==> src/pu_pkg.sv <==
`timescale 1ns / 1ps
// Shared types and constants for the permutation unrank pipeline.
package pu_pkg;

    localparam int SYM_W             = 45;
    localparam int LEN_W             = 4;
    localparam int IDX_W             = 19;
    localparam int MAX_LETTERS_DEF   = 9;
    localparam int SYMBOL_BITS_DEF   = 5;

    typedef struct packed {
        logic [SYM_W-1:0] word_symbols;
        logic [LEN_W-1:0] word_length;
        logic [IDX_W-1:0] perm_rank;
    } t_in_word;

    typedef struct packed {
        logic [SYM_W-1:0] perm_symbols;
        logic [LEN_W-1:0] perm_length;
        logic             perm_valid;
    } t_out_word;

    typedef struct packed {
        logic             vld;
        logic             ok;
        logic [LEN_W-1:0] len;
    } t_ctl;

endpackage

==> src/pu_div_stage.sv <==
`timescale 1ns / 1ps
// One factoradic digit stage: divides the index by a fixed divisor.
module pu_div_stage
    import pu_pkg::*;
#(
    parameter int MAX_LETTERS = MAX_LETTERS_DEF,
    parameter int DIG_W       = 4,
    parameter int DIVISOR     = 1
) (
    input  logic                         i_clk,
    input  logic                         i_rst_n,
    input  logic                         i_adv,
    input  t_ctl                         i_ctl,
    input  logic [SYM_W-1:0]             i_word,
    input  logic [IDX_W-1:0]             i_idx,
    input  logic [MAX_LETTERS*DIG_W-1:0] i_dig,
    output t_ctl                         o_ctl,
    output logic [SYM_W-1:0]             o_word,
    output logic [IDX_W-1:0]             o_idx,
    output logic [MAX_LETTERS*DIG_W-1:0] o_dig
);

    localparam int                PROD_W = 2 * IDX_W + 1;
    localparam logic [IDX_W:0]    RECIP  = (IDX_W + 1)'((64'd1 << IDX_W) / DIVISOR);
    localparam logic [IDX_W-1:0]  DIV_C  = IDX_W'(DIVISOR);

    logic [PROD_W-1:0]            prod;
    logic [IDX_W-1:0]             q_est;
    logic [IDX_W-1:0]             back;
    logic [IDX_W-1:0]             rem_est;
    logic [IDX_W-1:0]             quot;
    logic [IDX_W-1:0]             rem;
    t_ctl                         n_ctl;
    logic [MAX_LETTERS*DIG_W-1:0] n_dig;

    t_ctl                         r_ctl;
    logic [SYM_W-1:0]             r_word;
    logic [IDX_W-1:0]             r_idx;
    logic [MAX_LETTERS*DIG_W-1:0] r_dig;

    // The reciprocal estimate is at most one below the true quotient.
    always_comb begin
        prod    = PROD_W'(i_idx) * PROD_W'(RECIP);
        q_est   = prod[IDX_W +: IDX_W];
        back    = q_est * DIV_C;
        rem_est = i_idx - back;
        if (rem_est >= DIV_C) begin
            quot = q_est + 1'b1;
            rem  = rem_est - DIV_C;
        end else begin
            quot = q_est;
            rem  = rem_est;
        end
        n_dig = i_dig;
        n_dig[(DIVISOR-1)*DIG_W +: DIG_W] = rem[DIG_W-1:0];
        n_ctl = i_ctl;
        if (i_ctl.len == LEN_W'(DIVISOR) && quot != '0) begin
            n_ctl.ok = 1'b0;
        end
    end

    always_ff @(posedge i_clk) begin
        if (!i_rst_n) begin
            r_ctl <= '0;
        end else if (i_adv) begin
            r_ctl <= n_ctl;
        end
    end

    always_ff @(posedge i_clk) begin
        if (i_adv && i_ctl.vld) begin
            r_word <= i_word;
            r_idx  <= quot;
            r_dig  <= n_dig;
        end
    end

    assign o_ctl  = r_ctl;
    assign o_word = r_word;
    assign o_idx  = r_idx;
    assign o_dig  = r_dig;

endmodule

==> config.mk <==
export PLATFORM = sky130hd
export DESIGN_NAME = pu_div_stage
export DESIGN_NICKNAME = d
export VERILOG_FILES = /design/src/pu_pkg.sv /design/src/pu_div_stage.sv
export SDC_FILE = /design/constraint.sdc
export NUM_CORES = 1
export LEC_CHECK = 0
export BUFFER_PORTS_ARGS = -buffer_cell sky130_fd_sc_hd__buf_2
export CAP_MARGIN = 30
export CORE_MARGIN = 5
export CORE_UTILIZATION = 41
export DETAILED_ROUTE_END_ITERATION = 8
export GPL_ROUTABILITY_DRIVEN = 1
export GPL_TIMING_DRIVEN = 0
export PLACE_DENSITY = 0.79
export SKIP_LAST_GASP = 1
export SLEW_MARGIN = 20
export SYNTH_ARGS = -nofsm -noshare
export SYNTH_HDL_FRONTEND = slang
export SYNTH_SLANG_ARGS = --single-unit
==> constraint.sdc <==
create_clock -name i_clk -period 2.43 [get_ports i_clk]
set_clock_uncertainty 0.05 [all_clocks]
set_input_delay 0.243 -clock i_clk [delete_from_list [all_inputs] [get_ports i_clk]]
set_output_delay 0.243 -clock i_clk [all_outputs]
set_load 0.01 [all_outputs]
==> run_results.csv, run 1 <==
group,metric,value,unit
outcome,outcome,"finished clean",
drt,detail_route.iter0.violations,54,
worst_setup_path,critPathBufInv,2,
yosys,synth-compound-area-share,0.00692,
hold_path,min_path_type,"in -> reg",
yosys,syn-mean-instance-area,24.7,um2
place,placed_cells_incl_taps,443,
sta,clock.fmax,0.784,GHz
yosys,yosys_warnings,0,
sta,timing_worst_slew_pin_value,0.559,ns
yosys,synthDistinctLibCells,20,
place,gpl.final_weighted_congestion,0.786,
yosys,syn_inst,132,
die,floorplan.die_area,0.00982,mm2
worst_setup_path,cp_slowest_stage_delay,0.51,ns
worst_setup_path,critical_path.top_delay_family,"simple AND/OR/NAND/NOR gates",
yosys,number_of_flip_flops_and_latches_in_the_synthesized_netlist,102,
die,core,0.00773,mm2
yosys,synth_async_sr_flop_share,0,
yosys,ys_dominant_reg_cell,"edfxtp_1",
power,pwr_density_cell,681,mW/mm2
power,vdd_ir_drop_max,0.345,mV
die,fp.dieH,99.1,um
clocking,clkLatencyLatePin,0.34,ns
yosys,synth_top_family_by_area,"simple AND/OR/NAND/NOR gates",
global_routing,grt_max_degree,57,
sta,final.period_utilization,0.525,
drt,drt-vias-per-instance,4.36,
global_routing,global_route.usage.total,0.165,
clocking,clockBufferDepth,2,
die,effective_utilization_at_floorplan,0.421,
die,die_width,99.1,um
yosys,synthSimpleGateAreaFrac,0.0434,
drt,drt_drc_violations_left,0,
finish,layout.area.seq,0.00300,mm2
yosys,synth_edf_count,96,
drt,route.detailed.wl_per_inst,16.4,um
finish,final_cell_count_no_fill,509,
sta,slew_violations,0,
clocking,cts_tree,"done",
clocking,cts-root-buf,"clkbuf_8",
clocking,clock_sink_count,102,
drt,detail-route-antenna-nets,0,
finish,layout-area-overhead-vs-synth,58.1,%
worst_setup_path,worst-r2r-setup-slack,1.66,ns
finish,multi_input_comb_area,220,um2
worst_setup_path,critPathMaxFanout,56,
sta,grt_setup_unrepaired,"false",
yosys,synth_adder_area_share,0,
global_routing,grt_first_pass_wirelength,12.3,mm
worst_setup_path,crit_path_start_kind,"input pin",
global_routing,grt_pass1_vias,2385,
worst_setup_path,critical_path_required,2.40,ns
sta,timing.final.hold_violations,0,
finish,share_of_final_layout_standard_cells_stronger_than_drive_strength_1,0.565,
clocking,cts.reportedPaths.clkPinSlew,0.09,ns
drt,via_count,2219,
worst_setup_path,category_of_the_critical_setup_timing_path,"in -> reg",
place,dp.final_hpwl,6.12,mm
global_routing,grt-ovfl-total,0,
yosys,post_synth_xor_xnor_area,0,
finish,final_design_utilization,0.666,
power,cellLeakagePower,2.19,nW
worst_setup_path,critPathArrivalTime,1.25,ns
drt,drt_wl_total,8.34,mm
finish,finish.net_count,511,
yosys,fraction_of_the_yosys_area_taken_by_sequential_cells,0.922,
sta,timing.max_slew.rel_slack,0.628,
sta,final-setup-viol-count,0,
job,timing.max_cap.violations,0,
clocking,cts_max_level,3,
die,floorplan.rows,32,
global_routing,antenna_found_initial,0,
sta,layout_min_cycle_time,1.28,ns
place,number_of_buffer_cells_added_on_primary_ports,205,
worst_setup_path,crit_path_top_delay_cell,"and2_4",
yosys,synthesis.area,0.00326,mm2
worst_setup_path,cp_cell_sequence,"buf_6 -> and2_4 -> buf_16",
finish,n_fill_cell,569,
yosys,muxShareOfSynthArea,0.0123,
power,design_power_total,3.51,mW
finish,antenna_cells_inserted,0,
drt,drtPass1Iterations,4,
worst_setup_path,worst_setup_path_end_kind,"flip-flop",
clocking,numCtsBuffers,9,
die,top_level_ports,215,
per-stage QoR:
stage          hold WS, ns  TNS [ns]  instance area, um2  setup slack, ns
3_5_place_dp         0.371         0                4450            0.778
3_3_place_gp         0.370    -0.878                4420          -0.0147
5_1_grt            0.00216         0                5150             1.10
6_report            0.0251         0                5150             1.15
4_1_cts           0.000187         0                5140             1.16
2_1_floorplan        0.292         0                3270            0.366
report_power, final:
group / internal, mW / total, mW / switching, mW
clock network: 0.478 / 1.03 / 0.555
logic: 0.205 / 0.397 / 0.192
registers: 2.05 / 2.08 / 0.0285
worst paths after layout:
kind                                start   endpoint  cells past startpoint
worst min-delay path            i_dig[13]  o_dig[13]                      1
worst max register to register   o_ctl[5]   o_ctl[5]                      2
worst max-delay path                i_adv  o_dig[25]                      3
worst min register to register   o_ctl[2]   o_ctl[2]                      2
final cells by class:
| type | count | share of cell area |
|---|---|---|
| timing repair buffer | 256 | 0.302 |
| multi-input combinational | 27 | 0.0428 |
| sequential | 102 | 0.584 |
| clock inverter | 7 | 0.0141 |
| tap | 102 | 0.0248 |
| buffer | 5 | 0.00802 |
| clock buffer | 9 | 0.0241 |
| inverter | 1 | 0.000729 |
per-layer routing:
metal / GRT usage / wire length, um
met1: 0.178 / 2910
met2: 0.306 / 4540
met3: 0.0547 / 804
met4: 0.0483 / 83
met5: 0 / 0
logic make-up (layout without fill, tap and decap cells):
family          after synthesis  count (layout)
compound gates                3               3
other cells                   1               4
simple gates                 16              16
flops                       102             102
mux                           4               4
buf+inv                       6             278
state kept, by name, summed over array words and instances (netlist names):
register	flops
o_ctl	6
o_dig	32
o_idx	19
o_word	45
cell usage after synthesis, types with 2 or more instances:
library cell	instances	area (um2)
edfxtp_1	96	2880
buf_4	4	30.0
dfxtp_1	6	120
nor4b_4	2	47.6
nand2_1	2	7.51
nor4_1	2	12.5
mux2i_1	4	40.0
nor2b_1	4	25.0
worst register-to-register path: stages (launching register included):
cell	delay [ns]
dfxtp_1	0.32
and2b_1	0.15
o21a_1	0.16
what timing repair did:
item | CTS | global route
buffers inserted | 0 | 0
hold buffers | 49 | 1
gates resized for setup | 0 | 0
endpoints found under the hold margin | 49 | 1
cell usage in the layout, fill, tap and decap left out:
master / synthesis / layout
buf_2: 0 / 205
edfxtp_1: 96 / 96
dlygate4sd3_1: 0 / 50
clkbuf_8: 0 / 9
dfxtp_1: 6 / 6
mux2i_1: 4 / 4
nor2b_1: 4 / 4
buf_4: 4 / 4
conb_1: 1 / 4
nand2_1: 2 / 2
nor4b_4: 2 / 2
nor4_1: 2 / 2
clkinv_4: 0 / 2
buf_6: 1 / 1
and2_4: 0 / 1
and2b_1: 1 / 1
o21a_1: 1 / 1
inv_1: 1 / 1
nor4b_1: 1 / 1
o22ai_1: 1 / 1
nor4b_2: 1 / 1
nand4_1: 1 / 1
nor2_1: 1 / 1
o2bb2ai_1: 1 / 1
clkinv_2: 0 / 1
clkinv_1: 0 / 1
inv_6: 0 / 1
bufinv_16: 0 / 1
clkinvlp_4: 0 / 1
buf_16: 0 / 1
Note: power is estimated with default switching activity, not from simulation.
==> inputs of run 2 (changes only) <==
- clock period: 2.43 -> 1.2 ns (I/O delays scaled with it)
==> run 2 against run 1 <==
  * Cell area is 10% higher
  * Largest power group unchanged
  * Clock-buffer cell count stayed put
  * Routed wire length is 16% higher
  * Global-route usage is 2.7 points higher
  * Core utilization is 6.7 points higher
  * Combinational power is 140% higher
  * Die area stayed put
  * Hold slack better by 0.0057 ns
  * Clock power is 110% higher
  * Final cell count is 9.6% higher
  * Worst setup slack worse by 1.1 ns
==> run_results.csv, run 2 (same netlist as run 1, synthesis figures left out) <==
group,metric,value,unit
power,design_power_total,7.34,mW
worst_setup_path,category_of_the_critical_setup_timing_path,"in -> reg",
worst_setup_path,critPathArrivalTime,1.40,ns
finish,final_common_cell,"buf_2",
place,dp.final_hpwl,6.34,mm
sta,final.period_utilization,0.974,
place,number_of_buffer_cells_added_on_primary_ports,205,
worst_setup_path,crit_path_top_delay_cell,"dlygate4sd3_1",
die,die_width,99.1,um
power,pwr_density_cell,1300,mW/mm2
clocking,cts.reportedPaths.clkPinSlew,0.10,ns
outcome,outcome,"finished clean",
drt,detail_route.iter0.violations,48,
power,clockPowerShare,0.297,
global_routing,grt_first_pass_wirelength,14.1,mm
global_routing,grt-ovfl-total,0,
die,core,0.00773,mm2
clocking,numCtsBuffers,9,
hold_path,whs_path_depth,3,
worst_setup_path,crit_path_start,"i_idx[16]",
finish,largest_register_ffs,45,
place,placed_cells_incl_taps,443,
worst_setup_path,worst_setup_path_end_kind,"flip-flop",
worst_setup_path,regToRegStartpoint,"o_ctl[4]",
worst_setup_path,cp_cell_sequence,"dlygate4sd3_1 -> buf_2 -> nor4b_4 -> nand4_1 -> o2bb2ai_1",
hold_path,min_path_type,"in -> reg",
die,floorplan.die_area,0.00982,mm2
sta,timing_worst_slew_pin_value,0.562,ns
die,floorplan.rows,32,
place,gpl.final_weighted_congestion,0.763,
drt,drt_wl_total,9.69,mm
power,total_switching_power,1.68,mW
die,effective_utilization_at_floorplan,0.421,
clocking,cts_max_level,3,
drt,route.detailed.wl_per_inst,17.4,um
clocking,clockBufferDepth,2,
sta,grt_setup_unrepaired,"false",
power,intPower,5.66,mW
worst_setup_path,cp_slowest_stage_delay,0.54,ns
finish,final_cell_count_no_fill,558,
power,p_comb_frac,0.130,
sta,timing.max_slew.rel_slack,0.626,
global_routing,global_route.usage.total,0.192,
power,vdd_ir_drop_max,0.700,mV
sta,layout_min_cycle_time,1.17,ns
worst_setup_path,critPathMaxFanout,2,
sta,final-setup-viol-count,0,
power,seq_power_share,0.573,
die,top_level_ports,215,
sta,slew_violations,0,
hold_path,hold_path_startpoint,"i_ctl[0]",
finish,layout-area-overhead-vs-synth,73.9,%
sta,clock.fmax,0.856,GHz
finish,finish.net_count,560,
worst_setup_path,worst-r2r-cell-count,3,
global_routing,grt_max_degree,58,
die,fp.dieH,99.1,um
power,cellLeakagePower,2.41,nW
clocking,cts_tree,"done",
power,p_sw_frac,0.229,
global_routing,grt_pass1_vias,2763,
drt,detail-route-antenna-nets,0,
clocking,clkLatencyLatePin,0.36,ns
sta,timing.final.hold_violations,0,
drt,via_count,2484,
finish,final_cell_mix,"205 x buf_2, 99 x dlygate4sd3_1, 96 x edfxtp_1, 9 x clkbuf_8, 6 x dfxtp_1",
drt,drtPass1Iterations,4,
clocking,cts-root-buf,"clkbuf_8",
drt,drt-vias-per-instance,4.45,
clocking,clock_sink_count,102,
global_routing,antenna_found_initial,0,
finish,antenna_cells_inserted,0,
sta,hold_slack,0.0308,ns
finish,share_of_final_layout_standard_cells_stronger_than_drive_strength_1,0.507,
worst_setup_path,critical_path_required,1.43,ns
job,timing.max_cap.violations,0,
drt,drt_drc_violations_left,0,
worst_setup_path,crit_path_start_kind,"input pin",
run 2: cell count changes in the layout (fill, tap and decap cells not counted):
cell and delta:
clkinv_4 +1, clkinv_2 -1, nor4_2 +1, nor4b_2 -1, nor4b_4 +1, dlygate4sd3_1 +49, buf_8 +1, clkinvlp_4 -1
inv_8 +1, nor4_1 -1, buf_6 -1
run 2: metal layers:
layer,track usage,vias to the layer above,routed length (um)
met5,0,-,0
met1,0.179,1171,3130
li1,-,1149,-
met2,0.364,138,5320
met4,0.0872,0,301
met3,0.0750,26,941
run 2: repair_timing:
action                     4_1_cts  5_1_grt
resized for setup                0        2
setup endpoints to repair        0        1
hold endpoints to repair       100        0
setup buffers                    0        0
hold buffers                    99        0
run 2: worst paths after layout:
| kind | slack (ns) | end |
|---|---|---|
| worst max register to register | 0.42 | o_ctl[4] |
| worst min-delay path | 0.03 | o_ctl[0] |
| worst max-delay path | 0.03 | o_ctl[4] |
| worst min register to register | 0.48 | o_ctl[2] |
run 2: area by class of cell:
class | instances | area, um2
clock inverters | 7 | 80.1
plain buffers | 5 | 45.0
inverters | 1 | 3.75
repair buffers | 305 | 2040
fillers | 493 | 2060
multi-input cells | 27 | 235
well taps | 102 | 128
flip-flops and latches | 102 | 3000
clock buffers | 9 | 124
run 2: critical path, delay by kind of cell:
family / cells / cell delay, ns
and+or+nand+nor: 2 / 0.41
buffers and inverters: 2 / 0.69
AOI/OAI and AO/OA: 1 / 0.18
run 2: power groups by stage:
stage | clock network, mW | logic (mW) | registers, mW
after global placement | 0 | 0.654 | 4.28
after floorplan | 0 | 0.101 | 4.42
final | 2.18 | 0.956 | 4.21
after CTS | 2.24 | 0.945 | 4.21
after detailed placement | 0 | 0.688 | 4.29
after global routing | 2.40 | 1.02 | 4.23
run 2: through the flow:
stage	cell area, um2	utilization	setup TNS, ns	setup WS, ns
final	5660	0.733	0	0.0317
after detailed placement	4450	0.576	-17.95	-0.318
after global routing	5660	0.733	0	0.0130
after floorplan	3270	-	-21.71	-0.225
after CTS	5650	0.731	0	0.00389
after global placement	4430	0.573	-43.23	-0.450
