$ cat src/pu_pkg.sv
`timescale 1ns / 1ps
// Shared types and constants for the permutation unrank pipeline.
package pu_pkg;

    localparam int SYM_W             = 45;
    localparam int LEN_W             = 4;
    localparam int IDX_W             = 19;
    localparam int MAX_LETTERS_DEF   = 9;
    localparam int SYMBOL_BITS_DEF   = 5;

    typedef struct packed {
        logic [SYM_W-1:0] word_symbols;
        logic [LEN_W-1:0] word_length;
        logic [IDX_W-1:0] perm_rank;
    } t_in_word;

    typedef struct packed {
        logic [SYM_W-1:0] perm_symbols;
        logic [LEN_W-1:0] perm_length;
        logic             perm_valid;
    } t_out_word;

    typedef struct packed {
        logic             vld;
        logic             ok;
        logic [LEN_W-1:0] len;
    } t_ctl;

endpackage

$ cat src/pu_sel_stage.sv
`timescale 1ns / 1ps
// One output position: picks a symbol from the pool by its digit and removes it.
module pu_sel_stage
    import pu_pkg::*;
#(
    parameter int MAX_LETTERS = MAX_LETTERS_DEF,
    parameter int SYMBOL_BITS = SYMBOL_BITS_DEF,
    parameter int DIG_W       = 4,
    parameter int POS         = 0
) (
    input  logic                               i_clk,
    input  logic                               i_rst_n,
    input  logic                               i_adv,
    input  t_ctl                               i_ctl,
    input  logic [MAX_LETTERS*DIG_W-1:0]       i_dig,
    input  logic [MAX_LETTERS*SYMBOL_BITS-1:0] i_pool,
    input  logic [MAX_LETTERS*SYMBOL_BITS-1:0] i_res,
    output t_ctl                               o_ctl,
    output logic [MAX_LETTERS*DIG_W-1:0]       o_dig,
    output logic [MAX_LETTERS*SYMBOL_BITS-1:0] o_pool,
    output logic [MAX_LETTERS*SYMBOL_BITS-1:0] o_res
);

    localparam int POOL_W = MAX_LETTERS * SYMBOL_BITS;

    logic                   active;
    logic [LEN_W-1:0]       rem_cnt;
    logic [DIG_W-1:0]       sel;
    logic [SYMBOL_BITS-1:0] sym;
    logic [POOL_W-1:0]      shifted;
    logic [POOL_W-1:0]      n_pool;
    logic [POOL_W-1:0]      n_res;

    t_ctl                         r_ctl;
    logic [MAX_LETTERS*DIG_W-1:0] r_dig;
    logic [POOL_W-1:0]            r_pool;
    logic [POOL_W-1:0]            r_res;

    always_comb begin
        active  = i_ctl.ok && (i_ctl.len > LEN_W'(POS));
        rem_cnt = i_ctl.len - LEN_W'(POS + 1);
        sel     = '0;
        for (int k = 0; k < MAX_LETTERS; k++) begin
            if (LEN_W'(k) == rem_cnt) begin
                sel = i_dig[k*DIG_W +: DIG_W];
            end
        end
        sym = '0;
        for (int k = 0; k < MAX_LETTERS; k++) begin
            if (DIG_W'(k) == sel) begin
                sym = i_pool[k*SYMBOL_BITS +: SYMBOL_BITS];
            end
        end
        shifted = i_pool >> SYMBOL_BITS;
        for (int k = 0; k < MAX_LETTERS; k++) begin
            if (DIG_W'(k) < sel) begin
                n_pool[k*SYMBOL_BITS +: SYMBOL_BITS] = i_pool[k*SYMBOL_BITS +: SYMBOL_BITS];
            end else begin
                n_pool[k*SYMBOL_BITS +: SYMBOL_BITS] = shifted[k*SYMBOL_BITS +: SYMBOL_BITS];
            end
        end
        n_res = i_res;
        if (active) begin
            n_res[POS*SYMBOL_BITS +: SYMBOL_BITS] = sym;
        end
    end

    always_ff @(posedge i_clk) begin
        if (!i_rst_n) begin
            r_ctl <= '0;
        end else if (i_adv) begin
            r_ctl <= i_ctl;
        end
    end

    always_ff @(posedge i_clk) begin
        if (i_adv && i_ctl.vld) begin
            r_dig  <= i_dig;
            r_pool <= n_pool;
            r_res  <= n_res;
        end
    end

    assign o_ctl  = r_ctl;
    assign o_dig  = r_dig;
    assign o_pool = r_pool;
    assign o_res  = r_res;

endmodule
$ cat config.mk
export PLATFORM = sky130hd
export DESIGN_NAME = pu_sel_stage
export DESIGN_NICKNAME = d
export VERILOG_FILES = /design/src/pu_pkg.sv /design/src/pu_sel_stage.sv
export SDC_FILE = /design/constraint.sdc
export NUM_CORES = 1
export LEC_CHECK = 0
export BUFFER_PORTS_ARGS = -buffer_cell sky130_fd_sc_hd__buf_2
export CAP_MARGIN = 30
export CORE_UTILIZATION = 30
export CTS_CLUSTER_DIAMETER = 40
export DETAILED_ROUTE_END_ITERATION = 6
export HOLD_SLACK_MARGIN = 0.08
export PLACE_DENSITY = 0.67
export SLEW_MARGIN = 10
export SYNTH_ARGS = -nofsm -noshare
export SYNTH_HDL_FRONTEND = slang
export SYNTH_SLANG_ARGS = --single-unit
$ cat constraint.sdc
create_clock -name i_clk -period 5.2 [get_ports i_clk]
set_clock_uncertainty 0.1 [all_clocks]
set_input_delay 0.26 -clock i_clk [delete_from_list [all_inputs] [get_ports i_clk]]
set_output_delay 0.26 -clock i_clk [all_outputs]
set_load 0.05 [all_outputs]
==> impl_metrics.py, run 1 <==
metrics = {
    "run_status": {
        "run_status": "finished clean",
    },
    "synth": {
        "ys_ff_latch": 132,
        "mapped_avg_cell_area_sq_um": 15.9,
        "yosys_warnings": 0,
        "async_flop_share": 0,
        "synth_edf_count": 126,
        "synth_top_flop_cell": "edfxtp_1",
        "synthesis.nets": 494,
        "netlist_instances": 359,
        "syn-cell-area_sq_um": 5730,
        "synth_sequential_area_ratio": 0.682,
        "synth.distinct_cells": 63,
    },
    "global_route": {
        "global_route.usage.total": 0.181,
        "grt_start_max_net_pins": 71,
        "vias_in_the_first_global_route": 4642,
        "grt_first_pass_wirelength_microns": 26500,
        "overflow_left_after_global_routing": 0,
        "antenna_found_initial": 1,
    },
    "cts": {
        "reg_clk_slew_reported_paths_ns": 0.06,
        "cts_sinks": 132,
        "ctsResizeCount": 0,
        "cts_buffers": 17,
        "max_root_sink_buffers": 2,
        "clockRootBuffer": "clkbuf_16",
        "ctsHtreeMaxLevel": 4,
        "tritoncts": "done",
        "clk-insertion-delay-late_ns": 0.42,
    },
    "critical_path": {
        "startpoint_type": "input pin",
        "worst_path_most_repeated_cell": "dlygate4sd3_1",
        "worst-endpoint-arrival_ns": 3.54,
        "crit_path_max_incr_delay_ns": 0.55,
        "cp_slowest_cell": "dlygate4sd3_1",
        "cp_top_family": "buffers and inverters",
        "timing.critical_path.fanout_max": 12,
        "critical_path.n_buffers_inverters": 3,
        "crit_path_cell_trace": "dlygate4sd3_1, buf_2, nor3b_1, a21oi_1, o221ai_2, nand2_2, a31oi_2, mux2_2, dlygate4sd3_1",
        "critical_path_required_ns": 5.26,
        "worst_setup_path_end_kind": "flip-flop",
        "path_class": "input pin to flip-flop",
    },
    "route": {
        "drt-wirelength-per-cell_microns": 18.2,
        "wl_met1_microns": 7310,
        "detailroute.via_count": 4562,
        "detail_route.drc_violations": 0,
        "number_of_design_rule_violations_left_by_the_first_detailed_router_iteration": 254,
        "length_of_the_first_detailed_routing_pass_in_iterations": 7,
        "detail-route-antenna-nets": 0,
        "met3RoutedLength_microns": 1090,
        "routed_via_density": 4.67,
        "totalWireLength_microns": 17700,
        "top_layer_used": "met4",
        "route.met2.wl_microns": 9000,
    },
    "pwr": {
        "p_per_area_nw_per_um2": 370,
        "seq_power_share": 0.391,
        "p_sw_frac": 0.298,
        "leakage_component_of_the_power_nw": 3.61,
        "design_power_total_w": 0.00328,
        "ir_worst_vdd_v": 0.000208,
        "netSwitchingPower_w": 0.000977,
        "intPower_w": 0.00230,
        "power_frac_clock": 0.391,
        "combPwrFrac": 0.218,
    },
    "place": {
        "dp.final_hpwl_microns": 12600,
        "port_buffers": 266,
        "dp_slack_ns": 1.93,
        "finalWeightedCongestion": 0.803,
    },
    "floorplanning": {
        "rows": 50,
        "die_height_microns": 140,
        "floorplan.die.width_microns": 140,
        "core-area_sq_um": 18700,
        "die_area_sq_um": 19600,
        "starting_density": 0.306,
        "pin_count": 267,
    },
    "flow_run": {
        "drv.max_cap_violation_count": 0,
    },
    "final_layout": {
        "synthToLayoutAreaGrowth_pct": 54.7,
        "finish.utilization": 0.473,
        "fin_nets": 863,
        "final_layout_size_suffix_gt1_frac": 0.497,
    },
    "timing": {
        "final_hold_viol_count": 0,
        "final_min_period_over_clock_period": 0.668,
        "tightest_slew_ns": 0.912,
        "fin_ws_ns": 1.72,
        "grt_setup_unrepaired": "false",
        "max_clock_freq_ghz": 0.288,
        "finalCriticalPeriod_ns": 3.48,
        "fin_tns_setup_ns": 0,
        "finalSetupViolations": 0,
        "max-slew-margin-rel": 0.392,
        "final-max-slew-violation-count": 0,
    },
    "hold_path": {
        "min-delay-path-class": "input pin to flip-flop",
    },
}
routing by layer:
layer	vias up	track usage
met1	2170	0.216
met4	0	0.0746
met3	23	0.0438
met5	-	0
met2	198	0.313
li1	2171	-
power groups by stage:
stage	Clock, W	Sequential, W	Combinational (W)
6_report	0.00128	0.00128	0.000715
4_1_cts	0.00130	0.00128	0.000715
3_5_place_dp	0	0.00130	0.000654
2_1_floorplan	0	0.00158	0.000197
5_1_grt	0.00134	0.00129	0.000754
3_3_place_gp	0	0.00130	0.000652
worst reg2reg max path: stages (launching register included):
cell     delay [ns]
dfxtp_1        0.31
nor2b_1        0.12
o21a_1         0.17
cells in the final DEF, fill, tap and decap left out, types with 7 or more instances in the layout:
cell type / synthesis / layout
a21oi_1: 7 / 7
and2_1: 14 / 13
buf_2: 4 / 267
clkbuf_16: 0 / 17
dlygate4sd3_1: 0 / 97
edfxtp_1: 126 / 126
mux2_2: 46 / 46
mux2i_1: 15 / 15
nand3_1: 10 / 10
nor2_1: 12 / 12
nor2b_1: 8 / 8
o21ai_0: 8 / 8
final cells by class:
type                    count  area [sq um]
repair buffers            366          2320
flip-flops and latches    132          3900
fillers                  1673          9850
inverters                   4          15.0
clock inverters            15           201
clock buffers              17           425
well taps                 234           293
diodes                      1          2.50
multi-input cells         207          1690
synth_stat cells (all sizes together), types with 2 or more instances:
cell type,number,area (sq um)
a211oi,6,45.0
or3b,2,20.0
o211ai,8,75.1
nand2,8,35.0
o31a,2,17.5
inv,4,15.0
and2,14,87.6
nand3b,2,15.0
nand3,10,50.1
and3b,3,26.3
nor2b,8,50.1
o22ai,2,18.8
o21a,2,15.0
edfxtp,126,3780
a21boi,2,15.0
nand2b,3,18.8
nor3,6,35.0
mux2i,15,150
dfxtp,6,120
a31oi,6,43.8
a21oi,9,52.6
buf,12,103
nor4,4,46.3
o22a,2,17.5
nor2,13,56.3
mux2,47,529
nor3b,2,15.0
clkbuf,4,15.0
o21ai,11,55.1
o31ai,3,36.3
flip-flops by register name, summed over array words and instances, names as in the netlist:
signal	count
o_res	45
o_ctl	6
o_pool	45
o_dig	36
cells by family (layout without fill, tap and decap cells):
| kind of cell | count (synthesis) | after routing | share of synthesized area |
|---|---|---|---|
| flip-flops | 132 | 132 | 0.682 |
| buffers and inverters | 20 | 402 | 0.0232 |
| other | 0 | 1 | 0 |
| multiplexers | 62 | 62 | 0.119 |
| AND/OR/NAND/NOR | 79 | 79 | 0.0857 |
| AO/OA/AOI/OAI | 66 | 66 | 0.0907 |
path summary, 6_finish.rpt:
check	startpoint	end	slack [ns]	depth (start not counted)
setup reg to reg	o_ctl[5]$_SDFFE_PN0P_	o_ctl[5]$_SDFFE_PN0P_	4.40	2
setup / recovery	i_dig[20]	o_pool[32]$_DFFE_PP_	1.72	9
hold reg to reg	o_ctl[0]$_SDFFE_PN0P_	o_ctl[0]$_SDFFE_PN0P_	0.42	2
hold / removal	i_pool[6]	o_pool[1]$_DFFE_PP_	0.09	2
through the flow:
stage / instance area [sq um] / cells / hold WS, ns
2_1_floorplan: 5730 / 359 / 0.259
3_3_place_gp: 7250 / 845 / 0.337
3_5_place_dp: 7250 / 845 / 0.338
4_1_cts: 8830 / 972 / 0.0801
5_1_grt: 8850 / 976 / 0.0837
6_report: 8850 / 976 / 0.0919
timing repair:
action                                  CTS  global route
endpoints found under the setup margin    0             0
hold endpoints to repair                100             2
hold buffers                             95             2
setup buffers                             0             0
Note: power is estimated with default switching activity, not from simulation.
==> inputs of run 2 (changes only) <==
--- a/config.mk
+++ b/config.mk
@@ -5,6 +5,7 @@
 export SDC_FILE = /design/constraint.sdc
 export NUM_CORES = 1
 export LEC_CHECK = 0
+export ABC_AREA = 1
 export BUFFER_PORTS_ARGS = -buffer_cell sky130_fd_sc_hd__buf_2
 export CAP_MARGIN = 30
 export CORE_UTILIZATION = 30
==> constraint.sdc (replaced) <==
create_clock -name i_clk -period 3.55 [get_ports i_clk]
set_clock_uncertainty 0.1 [all_clocks]
set_input_delay 0.1775 -clock i_clk [delete_from_list [all_inputs] [get_ports i_clk]]
set_output_delay 0.1775 -clock i_clk [all_outputs]
set_load 0.05 [all_outputs]
==> run 2 against run 1 <==
Against the previous run: first-iteration DRC count grew 42%; count of clock-buffer cells in the layout is the same; global-route usage up 1.8 points; highest routed layer unchanged.
==> impl_metrics.py, run 2 <==
metrics = {
    "pwr": {
        "combPwrFrac": 0.241,
        "p_sw_frac": 0.318,
        "netSwitchingPower_w": 0.00154,
        "intPower_w": 0.00329,
        "power_frac_clock": 0.369,
        "seq_power_share": 0.391,
        "p_per_area_nw_per_um2": 513,
        "ir_worst_vdd_v": 0.000333,
        "leakage_component_of_the_power_nw": 4.20,
    },
    "synth": {
        "post-synth-top-area-cell": "edfxtp_1",
        "mapped_avg_cell_area_sq_um": 11.5,
        "async_flop_share": 0,
        "synth_sequential_area_ratio": 0.706,
        "ys_ff_latch": 132,
        "synthTopCellsByArea": "edfxtp_1 (68%), nand2_1 (7.1%), o21ai_0 (4.2%)",
        "synth_top_flop_cell": "edfxtp_1",
        "yosys.cell_count.top_type": "edfxtp_1",
        "synthesis.nets": 616,
        "synth.distinct_cells": 29,
        "yosys_warnings": 0,
        "syn-cell-area_sq_um": 5530,
        "synth_common_cells": "edfxtp_1 (126), nand2_1 (104), inv_1 (61)",
        "synthDominantCellAreaShare": 0.684,
        "netlist_instances": 481,
        "synth_edf_count": 126,
    },
    "run_status": {
        "run_status": "finished clean",
    },
    "route": {
        "routed_via_density": 4.58,
        "length_of_the_first_detailed_routing_pass_in_iterations": 5,
        "drt-wirelength-per-cell_microns": 16.4,
        "number_of_design_rule_violations_left_by_the_first_detailed_router_iteration": 360,
        "detailroute.via_count": 5367,
        "detail_route.drc_violations": 0,
        "detail-route-antenna-nets": 0,
        "totalWireLength_microns": 19200,
    },
    "hold_path": {
        "min-delay-path-class": "input pin to flip-flop",
    },
    "final_layout": {
        "fin_nets": 1065,
        "synthToLayoutAreaGrowth_pct": 70.3,
        "finish.utilization": 0.522,
        "final_layout_size_suffix_gt1_frac": 0.358,
        "fill_cells": 1558,
        "antennaDiodeCount": 0,
        "mostFrequentLayoutCell": "buf_2",
        "layout.cells.most_common_list": "buf_2 (266), dlygate4sd3_1 (155), edfxtp_1 (126), nand2_1 (104), inv_1 (60)",
    },
    "global_route": {
        "grt_first_pass_wirelength_microns": 27800,
        "grt_start_max_net_pins": 68,
        "global_route.usage.total": 0.199,
        "vias_in_the_first_global_route": 5299,
        "antenna_found_initial": 0,
        "overflow_left_after_global_routing": 0,
    },
    "critical_path": {
        "worst_setup_path_startpoint": "i_ctl[3]",
        "rr_endpoint": "o_ctl[2]$_SDFFE_PN0P_",
        "timing.critical_path.fanout_max": 8,
        "startpoint_type": "input pin",
        "worst-endpoint-arrival_ns": 3.38,
        "critical_path_required_ns": 3.62,
        "cp-endpoint": "o_res[4]$_DFFE_PP_",
        "worst_setup_path_end_kind": "flip-flop",
        "reg2reg_setup_slack_ns": 1.64,
        "rr_worst_depth": 4,
        "path_class": "input pin to flip-flop",
        "reg2reg_from": "o_ctl[2]$_SDFFE_PN0P_",
    },
    "floorplanning": {
        "starting_density": 0.307,
        "core-area_sq_um": 18000,
        "pin_count": 267,
        "die_area_sq_um": 19000,
        "rows": 49,
        "die_height_microns": 138,
        "floorplan.die.width_microns": 138,
    },
    "timing": {
        "tightest_slew_ns": 0.592,
        "final-max-slew-violation-count": 0,
        "fin_ws_ns": 0.243,
        "fin_tns_setup_ns": 0,
        "finalCriticalPeriod_ns": 3.31,
        "max-slew-margin-rel": 0.603,
        "grt_setup_unrepaired": "false",
        "final_hold_viol_count": 0,
        "max_clock_freq_ghz": 0.302,
        "final_min_period_over_clock_period": 0.931,
        "finalSetupViolations": 0,
    },
    "flow_run": {
        "drv.max_cap_violation_count": 0,
    },
    "cts": {
        "tritoncts": "done",
        "cts_buffers": 17,
        "clk-insertion-delay-late_ns": 0.42,
        "clockRootBuffer": "clkbuf_16",
        "reg_clk_slew_reported_paths_ns": 0.06,
        "max_root_sink_buffers": 2,
        "cts_sinks": 132,
        "ctsHtreeMaxLevel": 4,
    },
    "place": {
        "dp.final_hpwl_microns": 13200,
        "port_buffers": 266,
        "finalWeightedCongestion": 0.855,
        "dp_slack_ns": 0.761,
    },
}
## run 2: cells by family after synthesis
group / after synthesis / share of synthesized area
AOI/OAI and AO/OA: 59 / 0.0559
buffers and inverters: 72 / 0.0507
DFF: 132 / 0.706
muxes: 10 / 0.0204
and+or+nand+nor: 208 / 0.167
## run 2: what timing repair did
action	CTS	global route
gates resized for setup	0	5
hold buffers	155	0
setup endpoints to repair	0	14
endpoints found under the hold margin	132	0
buffers inserted	0	12
## run 2: stage by stage
step / std cells / total power, W / instance area [sq um] / hold slack, ns
after global placement: 972 / 0.00286 / 7150 / 0.255
after detailed placement: 972 / 0.00287 / 7150 / 0.256
after global routing: 1172 / 0.00502 / 9420 / 0.118
after floorplan: 481 / 0.00258 / 5530 / 0.176
after CTS: 1159 / 0.00483 / 9290 / 0.0812
final: 1172 / 0.00483 / 9420 / 0.0968
## run 2: worst min-delay path by stage
stage                           from                    to  depth (start not counted)
final                     i_pool[19]  o_pool[19]$_DFFE_PP_                          3
after global routing      i_pool[19]  o_pool[19]$_DFFE_PP_                          3
after CTS                 i_pool[18]  o_pool[13]$_DFFE_PP_                          3
after detailed placement   i_res[36]   o_res[36]$_DFFE_PP_                          1
after global placement     i_res[30]   o_res[30]$_DFFE_PP_                          1
after floorplan             i_dig[0]    o_dig[0]$_DFFE_PP_                          0
## run 2: critical path, stage by stage
cell	delay [ns]
dlygate4sd3_1	0.53
buf_2	0.15
inv_2	0.09
nand4_1	0.21
nor2_1	0.07
nor2_1	0.09
nand4_1	0.08
nor2_1	0.22
nand3_1	0.17
nor2_4	0.20
nor2_4	0.09
buf_4	0.16
nand3_1	0.06
nand2_1	0.06
nor2_1	0.10
nand3_1	0.10
nand2_1	0.10
nand2_1	0.07
nand2_1	0.06
nand2_1	0.04
dlygate4sd3_1	0.54
## run 2: layout make-up
cell class | instances | area (sq um) | area share
flip-flops and latches | 132 | 3900 | 0.415
clock inverters | 15 | 168 | 0.0178
clock buffers | 17 | 425 | 0.0452
repair buffers | 436 | 3010 | 0.319
well taps | 229 | 287 | 0.0304
multi-input cells | 278 | 1380 | 0.146
inverters | 65 | 246 | 0.0262
## run 2: power groups by stage
stage	Sequential, W	Combinational [W]	Clock [W]
2_1_floorplan	0.00234	0.000241	0
3_3_place_gp	0.00192	0.000937	0
3_5_place_dp	0.00192	0.000947	0
4_1_cts	0.00189	0.00112	0.00182
5_1_grt	0.00190	0.00124	0.00188
6_report	0.00189	0.00116	0.00178
## run 2: per-layer routing
layer,GRT usage,vias up,wire length [microns]
met5,0,-,0
li1,-,2564,-
met3,0.0456,47,1510
met4,0.101,0,656
met2,0.345,276,9430
met1,0.231,2480,7570
